<file path="src/rtl/jdz_pkg.sv">
`default_nettype none
package jdz_pkg;
  localparam int SampleBits = 16;
  localparam int FracBits = 15;
  localparam int OutBits = FracBits + 1;
  localparam int SqBits = 2 * SampleBits;
  localparam int RootBits = SampleBits;
  // Divider widths: numerator up to (2^SampleBits) << FracBits plus margin.
  localparam int NumBits = SampleBits + FracBits + 2;
  localparam int DenBits = SampleBits + 1;
  localparam logic [FracBits:0] OneQ = {1'b1, {FracBits{1'b0}}};
  localparam logic [FracBits:0] MaxQ = {1'b0, {FracBits{1'b1}}};

  localparam logic [1:0] RegAxisDz = 2'd0;
  localparam logic [1:0] RegAxisFs = 2'd1;
  localparam logic [1:0] RegStickDz = 2'd2;
  localparam logic [1:0] RegStickFs = 2'd3;

  typedef struct packed {
    logic                  stick;
    logic                  dead;
    logic                  nx;
    logic                  ny;
    logic [SampleBits-1:0] ax;
    logic [SampleBits-1:0] ay;
    logic [SqBits:0]       sq;
  } job_t;

  typedef struct packed {
    logic [OutBits-1:0] x;
    logic [OutBits-1:0] y;
    logic               dead;
  } res_t;
endpackage
`default_nettype wire

</file>
<file path="src/rtl/jdz_queue.sv">
`default_nettype none
// Two-entry queue between front and back.
module jdz_queue (
  input  wire logic clk_i,
  input  wire logic rst_ni,
  input  wire logic wr_valid_i,
  output logic      wr_ready_o,
  input  jdz_pkg::job_t wr_data_i,
  output logic      rd_valid_o,
  input  wire logic rd_ready_i,
  output jdz_pkg::job_t rd_data_o
);
  import jdz_pkg::*;
  job_t mem_q [2];
  logic wp_q, rp_q;
  logic [1:0] cnt_q;
  logic wr, rd;
  assign wr_ready_o = cnt_q != 2'd2;
  assign rd_valid_o = cnt_q != 2'd0;
  assign wr = wr_valid_i && wr_ready_o;
  assign rd = rd_valid_o && rd_ready_i;
  assign rd_data_o = mem_q[rp_q];
  always_ff @(posedge clk_i or negedge rst_ni) begin
    if (!rst_ni) begin
      wp_q <= 1'b0;
      rp_q <= 1'b0;
      cnt_q <= 2'd0;
    end else begin
      if (wr) wp_q <= !wp_q;
      if (rd) rp_q <= !rp_q;
      cnt_q <= cnt_q + 2'(wr) - 2'(rd);
    end
  end
  always_ff @(posedge clk_i) begin
    if (wr) mem_q[wp_q] <= wr_data_i;
  end
endmodule
`default_nettype wire

</file>
<file path="config.mk">
export PLATFORM = sky130hd
export DESIGN_NAME = jdz_queue
export DESIGN_NICKNAME = d
export VERILOG_FILES = /design/src/rtl/jdz_pkg.sv /design/src/rtl/jdz_queue.sv
export SDC_FILE = /design/constraint.sdc
export NUM_CORES = 1
export LEC_CHECK = 0
export ABC_AREA = 1
export BUFFER_PORTS_ARGS = -buffer_cell sky130_fd_sc_hd__buf_2
export CORE_MARGIN = 3
export CORE_UTILIZATION = 52
export DETAILED_ROUTE_END_ITERATION = 10
export PLACE_DENSITY = 0.8
export SYNTH_ARGS = -nofsm -noshare
export SYNTH_HDL_FRONTEND = slang
export SYNTH_SLANG_ARGS = --single-unit
</file>
<file path="constraint.sdc">
create_clock -name clk_i -period 4.59 [get_ports clk_i]
set_input_delay 0 -clock clk_i [delete_from_list [all_inputs] [get_ports clk_i]]
set_output_delay 0 -clock clk_i [all_outputs]
set_load 0.005 [all_outputs]
</file>
Word level (Yosys, flattened, before mapping)
Memory sizes are Yosys's and may differ from the RTL's.
Cells that the tools add are included.
- add/subtract/negate cells: 2
- equal/unequal tests: 1
- mux-type cells: 2
- reductions and logical operators: 5
- operators by type and width (cell ; count):
    adder 2 x 1 -> 2 bit ; 1
    logical AND 1 bit ; 2
    zero test 1 bit ; 2
    2-to-1 mux 1 bit ; 2
    != test 2 bit (second input constant) ; 1
    nonzero test 2 bit ; 1
    subtractor 2 x 1 -> 2 bit ; 1
- bits in registers: 4
- memory bits (writable): 138
- input port bits: 73
- output and inout bits: 71
- logic and storage cells: 14
- memories kept: 1
- memories (memory ; words ; bits a word ; read ports ; clocked after Yosys merged registers in ; wr ports ; line ; RTL):
    mem_q ; 2 ; 69 ; 1 ; 0 ; 1 ; jdz_queue.sv:14 ; job_t mem_q [2];

Depth between registers and ports, before layout
- word-level depth: 4
- depth in mapped cells: 12
- depth with buffers taken out: 12

Worst setup path before layout
No wires, ideal clock.
- kind: reg2reg
- start point: reg cnt_q[1]
- end point: mem mem_q[1][0] (netlist bit) (enable)
- setup time: 0.498 ns
- data arrival time: 3.523 ns
- path slack: 0.569 ns
- stages on the path, launching flop included: 4
- period minus slack after synthesis: 4.021 ns
- cell sequence: dfrtp_1 -> nand2_2 -> nand2_1 -> nor2_1
- longest elaborated chain between the ends: 4
- RTL lines (what ; line ; RTL):
    start: declaration ; jdz_queue.sv:16 ; logic [1:0] cnt_q;
    start signal: assignment ; jdz_queue.sv:31 ; cnt_q <= cnt_q + 2'(wr) - 2'(rd);
    != test 2 bit ; jdz_queue.sv:18 ; assign wr_ready_o = cnt_q != 2'd2;
    named net wr_ready_o ; jdz_queue.sv:7 ; output logic wr_ready_o,
    logical AND 1 bit ; jdz_queue.sv:20 ; assign wr = wr_valid_i && wr_ready_o;
    2-to-1 mux 1 bit ; jdz_queue.sv:35 ; if (wr) mem_q[wp_q] <= wr_data_i;
    2-to-1 mux 1 bit (implied by the code) ; jdz_queue.sv:35 ;
    end: declaration ; jdz_queue.sv:14 ;
The timed path passes the listed nets, and every way through them passes these cells.

==> reports/results.ini <==
[synthesis]
synth.distinct_cells=15
syn_area_mm2=0.00527
synth.avg_cell_area_um2=13.4
synthCells=392
yosysWarnings=0
yosysTopAreaCell=edfxtp_1
ys_ff_latch=142
synth_fp_nets=466
synth.top_cells.by_area=edfxtp_1 (79%), nand2_1 (15%), dfrtp_1 (1.9%)
seq_area_frac_synth_pct=80.6
synth_top_area_share_pct=78.7

[placed_design]
io_buffers=143
dp_hpwl_mm=6.50
place.gp.congestion=0.738
dp_slack_ns=2.26

[final_layout]
area.growth.synth_to_final_pct=41.3
fillCellCount=615
drive_gt1_share_pct=28.8
nets=690

[floorplanning]
initial_core_util_pct=53.6
ioPinCount=144
fp.dieArea_mm2=0.0114
fp.dieW_um=107
die_y_um=107
fp.coreArea_mm2=0.00982
num_rows=36

[power]
fin_total_pwr_uw=4550
power.leakage_uw=0.00323
peakVddDrop_uv=392
power_per_cell_area_mw_per_mm2=611

[route]
avgViaCountPerCell=4.82
antenna_left=0
drc=0
finalWirelength_mm=11.6
initialDrtViolationCount=231
num_vias=3675
drt-wirelength-per-cell_um=15.2
dr.pass1.iters=6

[global_routing]
top_usage_layer=met2
gr-usage-met2_pct=37.2
use_met3_pct=6.68
first_global_vias=3723
grt_max_degree=71
grt_pass1_wl_mm=18.3
track_usage_pct=21.6
gr-total-overflow=0
globalRouteMet1Util_pct=24.3
antenna_found_initial=0

[sta]
slew_headroom_pct=40.6
fmax_ghz=0.421
hold_viol=0
fin_tns_setup_ns=0
clock_skew_ns=0.00586
rsz0062_at_grt=false
fin_crit_sh_pct=51.7
setup_viol=0
fin_crit_ns=2.37
tightest_slew_ns=0.891
final_max_slew_viol_count=0
setup_ws_ns=2.22

[clock_network]
numCtsBuffers=17
ctsHtreeMaxLevel=4
root_buffer=clkbuf_8
cts.repair.resized=0
clk_latency_ns=0.51
cts_buffer_depth=2
clock-sinks=142
clkTransAtPathRegs_ns=0.06
cts_tree=built

[job]
drv_cap=0

[status]
status=complete, no violations

[setup_path]
cp_max_fo=70
cp.required_ns=4.59
start_kind=flop
crit_arrival_ns=2.37
endpoint_kind=output port
critical_path_class=flop to output port

[min_path]
worstHoldPathType=input port to flop

==> area by class of cell <==
cell class / instances / area, um^2 / share of cell area [%]
antenna: 1 / 2.50 / 0.0336
tap: 133 / 166 / 2.24
inverter: 8 / 32.5 / 0.437
clock inverter: 11 / 189 / 2.54
multi-input combinational: 227 / 888 / 11.9
clock buffer: 21 / 439 / 5.90
timing repair buffer: 220 / 1480 / 19.8
sequential: 142 / 4250 / 57.1
==> metrics by stage <==
step	cells	instance area, um^2	hold slack [ns]	util [%]
after floorplan	392	5270	-0.296	-
after detailed placement	657	6080	-0.183	61.9
final	763	7440	0.205	75.8
after global placement	657	6080	-0.187	61.9
after CTS	762	7440	0.184	75.7
after global routing	762	7440	0.181	75.7
==> final timing paths <==
check	start	end	slack, ns	depth (start not counted)
worst min register to register	cnt_q[0]	cnt_q[0]	0.56	1
worst min-delay path	wr_data_i[22]	mem_q[1][22]	0.21	2
worst max register to register	cnt_q[1]	mem_q[1][0]	2.29	4
worst max-delay path	rp_q	rd_data_o[0]	2.22	5
max in group asynchronous	rst_ni	rp_q	3.99	3
min in group asynchronous	rst_ni	wp_q	0.41	3
==> routing by layer <==
metal / vias up / routed length (um)
met5: - / 0
met3: 32 / 680
li1: 1764 / -
met2: 156 / 6150
met1: 1723 / 4360
met4: 0 / 367
==> timing repair <==
action	in CTS	in global routing
hold endpoints to repair	146	0
hold buffers	73	0
endpoints found under the setup margin	0	0
setup buffers	0	0
==> sequential cells by signal (all words and copies together) (netlist names) <==
name,cells
cnt_q,2
wp_q,1
rp_q,1
mem_q,138
==> Yosys cell counts <==
master,number
a21oi_1,1
buf_2,5
buf_4,6
buf_6,4
dfrtp_1,4
edfxtp_1,138
ha_1,1
inv_1,7
inv_4,1
nand2_1,215
nand2_2,1
nand3_1,2
nor2_1,5
o21ai_0,1
xor2_1,1
==> critical path, stage by stage (launching register included) <==
cell	delay, ns
dfrtp_2	0.33
buf_4	0.58
inv_4	0.46
nand2_1	0.21
nand2_1	0.10
buf_2	0.14
==> report_power, final <==
part           leakage [uW]  internal [uW]  switching [uW]
sequential          0.00133           1770            75.8
clock              0.000302            950             481
combinational       0.00160            461             807
total               0.00323           3190            1360
==> cells by family (layout without fill, tap and decap cells) <==
logic type | Yosys count | in the layout | synth area share (%)
buffers and inverters | 23 | 260 | 2.80
DFF | 142 | 142 | 80.6
xor gates and xnor gates | 1 | 1 | 0.166
and+or+nand+nor | 223 | 223 | 16.0
adders and majority gates | 1 | 1 | 0.238
AOI/OAI and AO/OA | 2 | 2 | 0.190
other | 0 | 1 | 0
==> cells in the final DEF (no fill, tap or decap) <==
cell           synthesis  routed
inv_6                  0       1
buf_4                  6       4
bufinv_16              0       5
a21oi_1                1       1
inv_1                  7       7
nand2_1              215     215
nor2_1                 5       3
dfrtp_2                0       1
edfxtp_1             138     138
nor2_4                 0       2
inv_4                  1       1
nand3_1                2       2
clkinvlp_4             0       2
dfrtp_1                4       3
diode_2                0       1
nand2_2                1       1
clkbuf_8               0       2
xor2_1                 1       1
clkbuf_16              0      16
clkinv_2               0       3
o21ai_0                1       1
clkbuf_1               0       3
buf_2                  5     143
dlygate4sd3_1          0      73
ha_1                   1       1
No activity file was read; power rests on OpenSTA's default activity.
