<file path="src/rtl/jdz_pkg.sv">
`default_nettype none
package jdz_pkg;
  localparam int SampleBits = 16;
  localparam int FracBits = 15;
  localparam int OutBits = FracBits + 1;
  localparam int SqBits = 2 * SampleBits;
  localparam int RootBits = SampleBits;
  // Divider widths: numerator up to (2^SampleBits) << FracBits plus margin.
  localparam int NumBits = SampleBits + FracBits + 2;
  localparam int DenBits = SampleBits + 1;
  localparam logic [FracBits:0] OneQ = {1'b1, {FracBits{1'b0}}};
  localparam logic [FracBits:0] MaxQ = {1'b0, {FracBits{1'b1}}};

  localparam logic [1:0] RegAxisDz = 2'd0;
  localparam logic [1:0] RegAxisFs = 2'd1;
  localparam logic [1:0] RegStickDz = 2'd2;
  localparam logic [1:0] RegStickFs = 2'd3;

  typedef struct packed {
    logic                  stick;
    logic                  dead;
    logic                  nx;
    logic                  ny;
    logic [SampleBits-1:0] ax;
    logic [SampleBits-1:0] ay;
    logic [SqBits:0]       sq;
  } job_t;

  typedef struct packed {
    logic [OutBits-1:0] x;
    logic [OutBits-1:0] y;
    logic               dead;
  } res_t;
endpackage
`default_nettype wire

</file>
<file path="src/rtl/jdz_front.sv">
`default_nettype none
// Front end: magnitudes, squared length and dead-zone classification.
module jdz_front (
  input  wire logic clk_i,
  input  wire logic rst_ni,
  input  wire logic in_valid_i,
  output logic      in_ready_o,
  input  wire logic req_type_i,
  input  wire logic [jdz_pkg::SampleBits-1:0] raw_x_i,
  input  wire logic [jdz_pkg::SampleBits-1:0] raw_y_i,
  input  wire logic [14:0] axis_dz_i,
  input  wire logic [15:0] stick_dz_i,
  output logic      job_valid_o,
  input  wire logic job_ready_i,
  output jdz_pkg::job_t job_o
);
  import jdz_pkg::*;
  // Two stages: magnitudes + squares, then sum + compare.
  logic v1_q, v2_q;
  logic st1_q, nx1_q, ny1_q;
  logic [SampleBits-1:0] ax1_q, ay1_q;
  logic [SqBits-1:0] sx1_q, sy1_q;
  job_t j2_q;
  logic adv2, adv1;
  logic [SampleBits-1:0] ax_c, ay_c;
  logic [SqBits:0] s_c;
  logic [SqBits-1:0] dzsq_c;

  assign adv2 = !v2_q || job_ready_i;
  assign adv1 = !v1_q || adv2;
  assign in_ready_o = adv1;
  assign ax_c = raw_x_i[SampleBits-1] ? SampleBits'(-raw_x_i) : raw_x_i;
  assign ay_c = raw_y_i[SampleBits-1] ? SampleBits'(-raw_y_i) : raw_y_i;
  assign s_c = (SqBits+1)'(sx1_q) + (SqBits+1)'(sy1_q);
  assign dzsq_c = stick_dz_i * stick_dz_i;

  always_ff @(posedge clk_i or negedge rst_ni) begin
    if (!rst_ni) begin
      v1_q <= 1'b0;
      v2_q <= 1'b0;
    end else begin
      if (adv1) v1_q <= in_valid_i;
      if (adv2) v2_q <= v1_q;
    end
  end

  always_ff @(posedge clk_i) begin
    if (adv1 && in_valid_i) begin
      st1_q <= req_type_i;
      nx1_q <= raw_x_i[SampleBits-1];
      ny1_q <= raw_y_i[SampleBits-1];
      ax1_q <= ax_c;
      ay1_q <= ay_c;
      sx1_q <= ax_c * ax_c;
      sy1_q <= ay_c * ay_c;
    end
    if (adv2 && v1_q) begin
      j2_q.stick <= st1_q;
      j2_q.nx <= nx1_q;
      j2_q.ny <= ny1_q;
      j2_q.ax <= ax1_q;
      j2_q.ay <= ay1_q;
      j2_q.sq <= s_c;
      j2_q.dead <= st1_q ? (s_c < (SqBits+1)'(dzsq_c))
                         : ({1'b0, ax1_q} <= (SampleBits+1)'(axis_dz_i));
    end
  end

  assign job_valid_o = v2_q;
  assign job_o = j2_q;
endmodule
`default_nettype wire

</file>
<file path="config.mk">
export PLATFORM = sky130hd
export DESIGN_NAME = jdz_front
export DESIGN_NICKNAME = d
export VERILOG_FILES = /design/src/rtl/jdz_pkg.sv /design/src/rtl/jdz_front.sv
export SDC_FILE = /design/constraint.sdc
export NUM_CORES = 2
export LEC_CHECK = 0
export BUFFER_PORTS_ARGS = -buffer_cell sky130_fd_sc_hd__buf_2
export CORE_MARGIN = 4
export CORE_UTILIZATION = 55
export DETAILED_ROUTE_END_ITERATION = 10
export PLACE_DENSITY_LB_ADDON = 0.2
export SYNTH_ARGS = -nofsm -noshare
export SYNTH_HDL_FRONTEND = slang
export SYNTH_SLANG_ARGS = --single-unit
</file>
<file path="constraint.sdc">
create_clock -name clk_i -period 8.9 [get_ports clk_i]
set_clock_uncertainty 0.1 [all_clocks]
set_input_delay 2.225 -clock clk_i [delete_from_list [all_inputs] [get_ports clk_i]]
set_output_delay 2.225 -clock clk_i [all_outputs]
set_load 0.03 [all_outputs]
</file>
-- Yosys cells after proc, flatten, opt, wreduce, memory -nomap -nowiden
Index checks and enable logic that the tools add are counted.
- add/subtract/negate cells: 3
- mux-type cells: 3
- reductions and logical operators: 6
- $mul: 3
- $lt $le $gt $ge: 2
- operators with widths (cell ; number):
    $mul 16x16->32 ; 3
    $add 32x32->33 ; 1
    $lt 33x32->1 ; 1
    $mux 16 ; 2
    $neg 16->16 ; 2
    $le 16x15->1 ; 1
    $logic_and 1x1->1 ; 2
    $logic_not 1->1 ; 2
    $logic_or 1x1->1 ; 2
    $mux 1 ; 1
- output and inout port bits: 71
- logic and storage cells: 33
- register bits: 170

-- Longest topological paths before layout
- depth after elaboration: 4
- depth in mapped cells: 33
- gate-level depth less buffers: 32

-- Least setup slack after synthesis
Ideal clock, no wire load.
- path kind: input -> register
- from: input port raw_x_i[0] (netlist bit)
- to: register sx1_q[28] (data pin)
- stages: 32
- arrival time: 9415 ps
- buffers on the path: 2
- library setup time: 259 ps
- path slack: -874 ps
- cell sequence: clkbuf_1 -> inv_1 -> clkbuf_1 -> ha_1 -> nand2_1 -> or4_1 -> o41a_1 -> xnor2_2 -> inv_1 -> nand2_1 -> inv_1 -> fa_1 -> inv_1 -> fa_1 -> inv_1 -> fa_1 -> inv_1 -> fa_1 -> fa_1 -> fa_1 -> inv_1 -> ha_1 -> a21o_1 -> a21oi_1 -> o21ai_0 -> a2111oi_0 -> a21oi_1 -> o311a_1 -> o21ai_1 -> nand2b_1 -> a21oi_1 -> xnor2_1
- word-level cells in the longest chain between the ends: 3
- ends and longest elaborated chain (what ; line ; text):
    start: declaration ; jdz_front.sv:9 ; input wire logic [jdz_pkg::SampleBits-1:0] raw_x_i,
    $neg 16->16 ; jdz_front.sv:32 ; assign ax_c = raw_x_i[SampleBits-1] ? SampleBits'(-raw_x_i) : raw_x_i;
    $mux 16 ; jdz_front.sv:32 ;
    named net ax_c[14] ; jdz_front.sv:25 ; logic [SampleBits-1:0] ax_c, ay_c;
    $mul 16x16->32 ; jdz_front.sv:54 ; sx1_q <= ax_c * ax_c;
    end signal: assignment ; jdz_front.sv:54 ;
    end: declaration ; jdz_front.sv:22 ; logic [SqBits-1:0] sx1_q, sy1_q;
The timed path passes the listed nets, and every way through them passes these cells.
A chain may end at the register's enable or synchronous reset.

-- Worst setup path after layout
- from: input port raw_x_i[5] (netlist bit)
- to: register sx1_q[29] (data pin)
Same word-level chain as after synthesis.

==> metrics.txt <==
status=finished with violations; failing checks=negative setup slack; slowest cell delay on critical path=0.54 ns; GR peak layer=met2; worst-path fanout max=3; final antenna-violating net count=0; synthesized flop and latch total=166; Final Cycle Share=102%; Worst Setup Slack, final=-0.193 ns; post-DP HPWL=59700 um; endpoints failing setup=7; DRT Wirelength=about 71000 um; grt met2 use=46.0%; Placed Instance Area=33700 um^2; synth cell count leaders=inv_1, fa_1, ha_1; RSZ-0062 raised after global routing=yes; slowest CP cell=or4_4; post-layout minimum cycle time=about 9.1 ns; initial core utilization=55.9%; Place WS=-0.730 ns; Hold WC Path Type=reg2reg; fin util=just under 70%; Hold Buf Count CTS=0; arrival time of the worst setup path=a little over 9 ns; vias in the first global route=24700; top-count cell post-synth=inv_1; share of cells above drive strength 1=23.8%; maximum clock rate=110 MHz; met3 Use GR=3.66%; Yosys cell types=74; critical path's top delay family=adder cells; first-pass GRT wire length=~120000 um; Critical Path RT=9.03 ns; Post-Synthesis Cells=2956; maxcap violations=0; initial antenna violation count=0; total CTS buffers=17; largest net degree at the start of global routing=73; Seq/Total Area, Yosys=17.3%; 1st-iter DRT viols=1141; CP Capture Type=register; global routing usage on met1=about a third; multi-input logic area=21800 um^2; Die Height=237 um; syn_area_per_cell=about 9.8 um^2; worst rel slew slack=26.9%; startpoint types=input port; overall die area=about 56000 um^2; clk slew on worst S/H paths=0.07 ns; per-cell routed wire length=16.7 um; IO buf count=138; core area=approximately 52000 um^2; Placer Congestion=about 0.9; Final Hold Fails=0; Worst-Skew Late Latency=0.48 ns; FILL cells=between 3000 and 4000; top post-synthesis cells by area=fa_1, edfxtp_1, ha_1; Chip Width=237 um; Worst-Margin Slew=1.10 ns; post-synth top area share=between 30% and 40%; Setup TNS=-0.783 ns; crit-path most repeated cell=fa_1; DR pass1 iterations=5; Post-synth EDFFs=164; Post-route DRC=0; dominant cell type by area after synthesis=fa_1; Pins Over Slew Limit=0; H-tree levels=4; Buf+Inv Stages, Crit Path=8; root buffer cell=clkbuf_16; Post-Layout Inst Area=35500 um^2; Mapped Area=28800 um^2; CTS tree=yes; clk sinks=about 170; total track usage=26.1%; Vias=22200; fin nets=4481; clk buf depth=2; Synth warnings=0; Cell Rows=between 80 and 90; Post-synth top flop=edfxtp_1; Area growth syn-to-layout=23.0%; Register Area=4970 um^2; FFs w/ async S/R, synth=1.20%; crit path kind=in2reg; vias per inst=~5.2; Congestion Overflow GR=0; Top Ports=139; diodes inserted=0
==> sequential cells by signal (all words and copies together), names as in the netlist <==
name,cells
sy1_q,30
st1_q,1
job_o,69
ax1_q,16
v1_q,1
ny1_q,1
ay1_q,16
nx1_q,1
sx1_q,30
job_valid_o,1
==> path summary, 6_finish.rpt <==
path | startpoint | to | slack, ns | cells past startpoint
max | raw_x_i[5] | sx1_q[29] | -0.19 | 30
min | ay1_q[9] | job_o[42] | 0.32 | 0
max reg2reg | sx1_q[3] | job_o[67] | 3.71 | 16
min reg2reg | ay1_q[9] | job_o[42] | 0.32 | 0
max in group asynchronous | rst_ni | job_valid_o | 7.19 | 1
min in group asynchronous | rst_ni | v1_q | 1.42 | 1
==> cell usage in the layout, fill, tap and decap left out, types with 36 or more instances in the layout <==
| cell type | netlist | layout |
|---|---|---|
| and2_1 | 61 | 53 |
| buf_2 | 2 | 128 |
| fa_1 | 487 | 480 |
| o21ai_0 | 55 | 42 |
| edfxtp_1 | 164 | 164 |
| nand2_1 | 218 | 200 |
| buf_4 | 1 | 438 |
| a21oi_1 | 96 | 78 |
| a21o_1 | 36 | 36 |
| inv_1 | 762 | 731 |
| xnor2_1 | 92 | 85 |
| xor2_1 | 57 | 51 |
| ha_1 | 375 | 355 |
| nor2_1 | 216 | 198 |
==> final cells by class <==
cell class | instances | area share (%)
Clock buffer | 17 | 1.20
Tap cell | 680 | 2.40
Timing Repair Buffer | 593 | 12.0
Clock inverter | 15 | 0.540
Sequential cell | 166 | 14.0
Multi-Input combinational cell | 1994 | 61.5
Inverter | 779 | 8.30
==> per-layer routing <==
layer	routed length (um)	up-vias
li1	-	10400
met1	28700	11000
met2	36400	572
met3	3470	151
met4	2480	0
met5	0	-
==> kinds of logic after synthesis <==
| family | share of synthesized area (%) |
|---|---|
| buffers and inverters | 10.7 |
| AND/OR/NAND/NOR | 9.93 |
| multiplexers | 0.0391 |
| adder cells (fa/ha/maj) | 50.1 |
| AO/OA/AOI/OAI | 7.36 |
| XOR/XNOR | 4.64 |
| other | 0.0260 |
| flip-flops | 17.3 |
==> stage by stage <==
step | hold WS, ns | cells
2_1_floorplan | 0.300 | 2978
3_3_place_gp | 0.301 | 4170
4_1_cts | 0.321 | 4232
5_1_grt | 0.326 | 4244
6_report | 0.321 | 4244
3_5_place_dp | 0.305 | 4170
==> what timing repair did <==
action / 4_1_cts / 5_1_grt
gates resized for setup: 72 / 130
setup endpoints to repair: 7 / 25
buffers inserted: 31 / 16
endpoints found under the hold margin: 0 / 0
pin swaps: 83 / 57
Power is not shown: default switching activity piles up to over one toggle a cycle in this logic, so the estimate is an artifact.
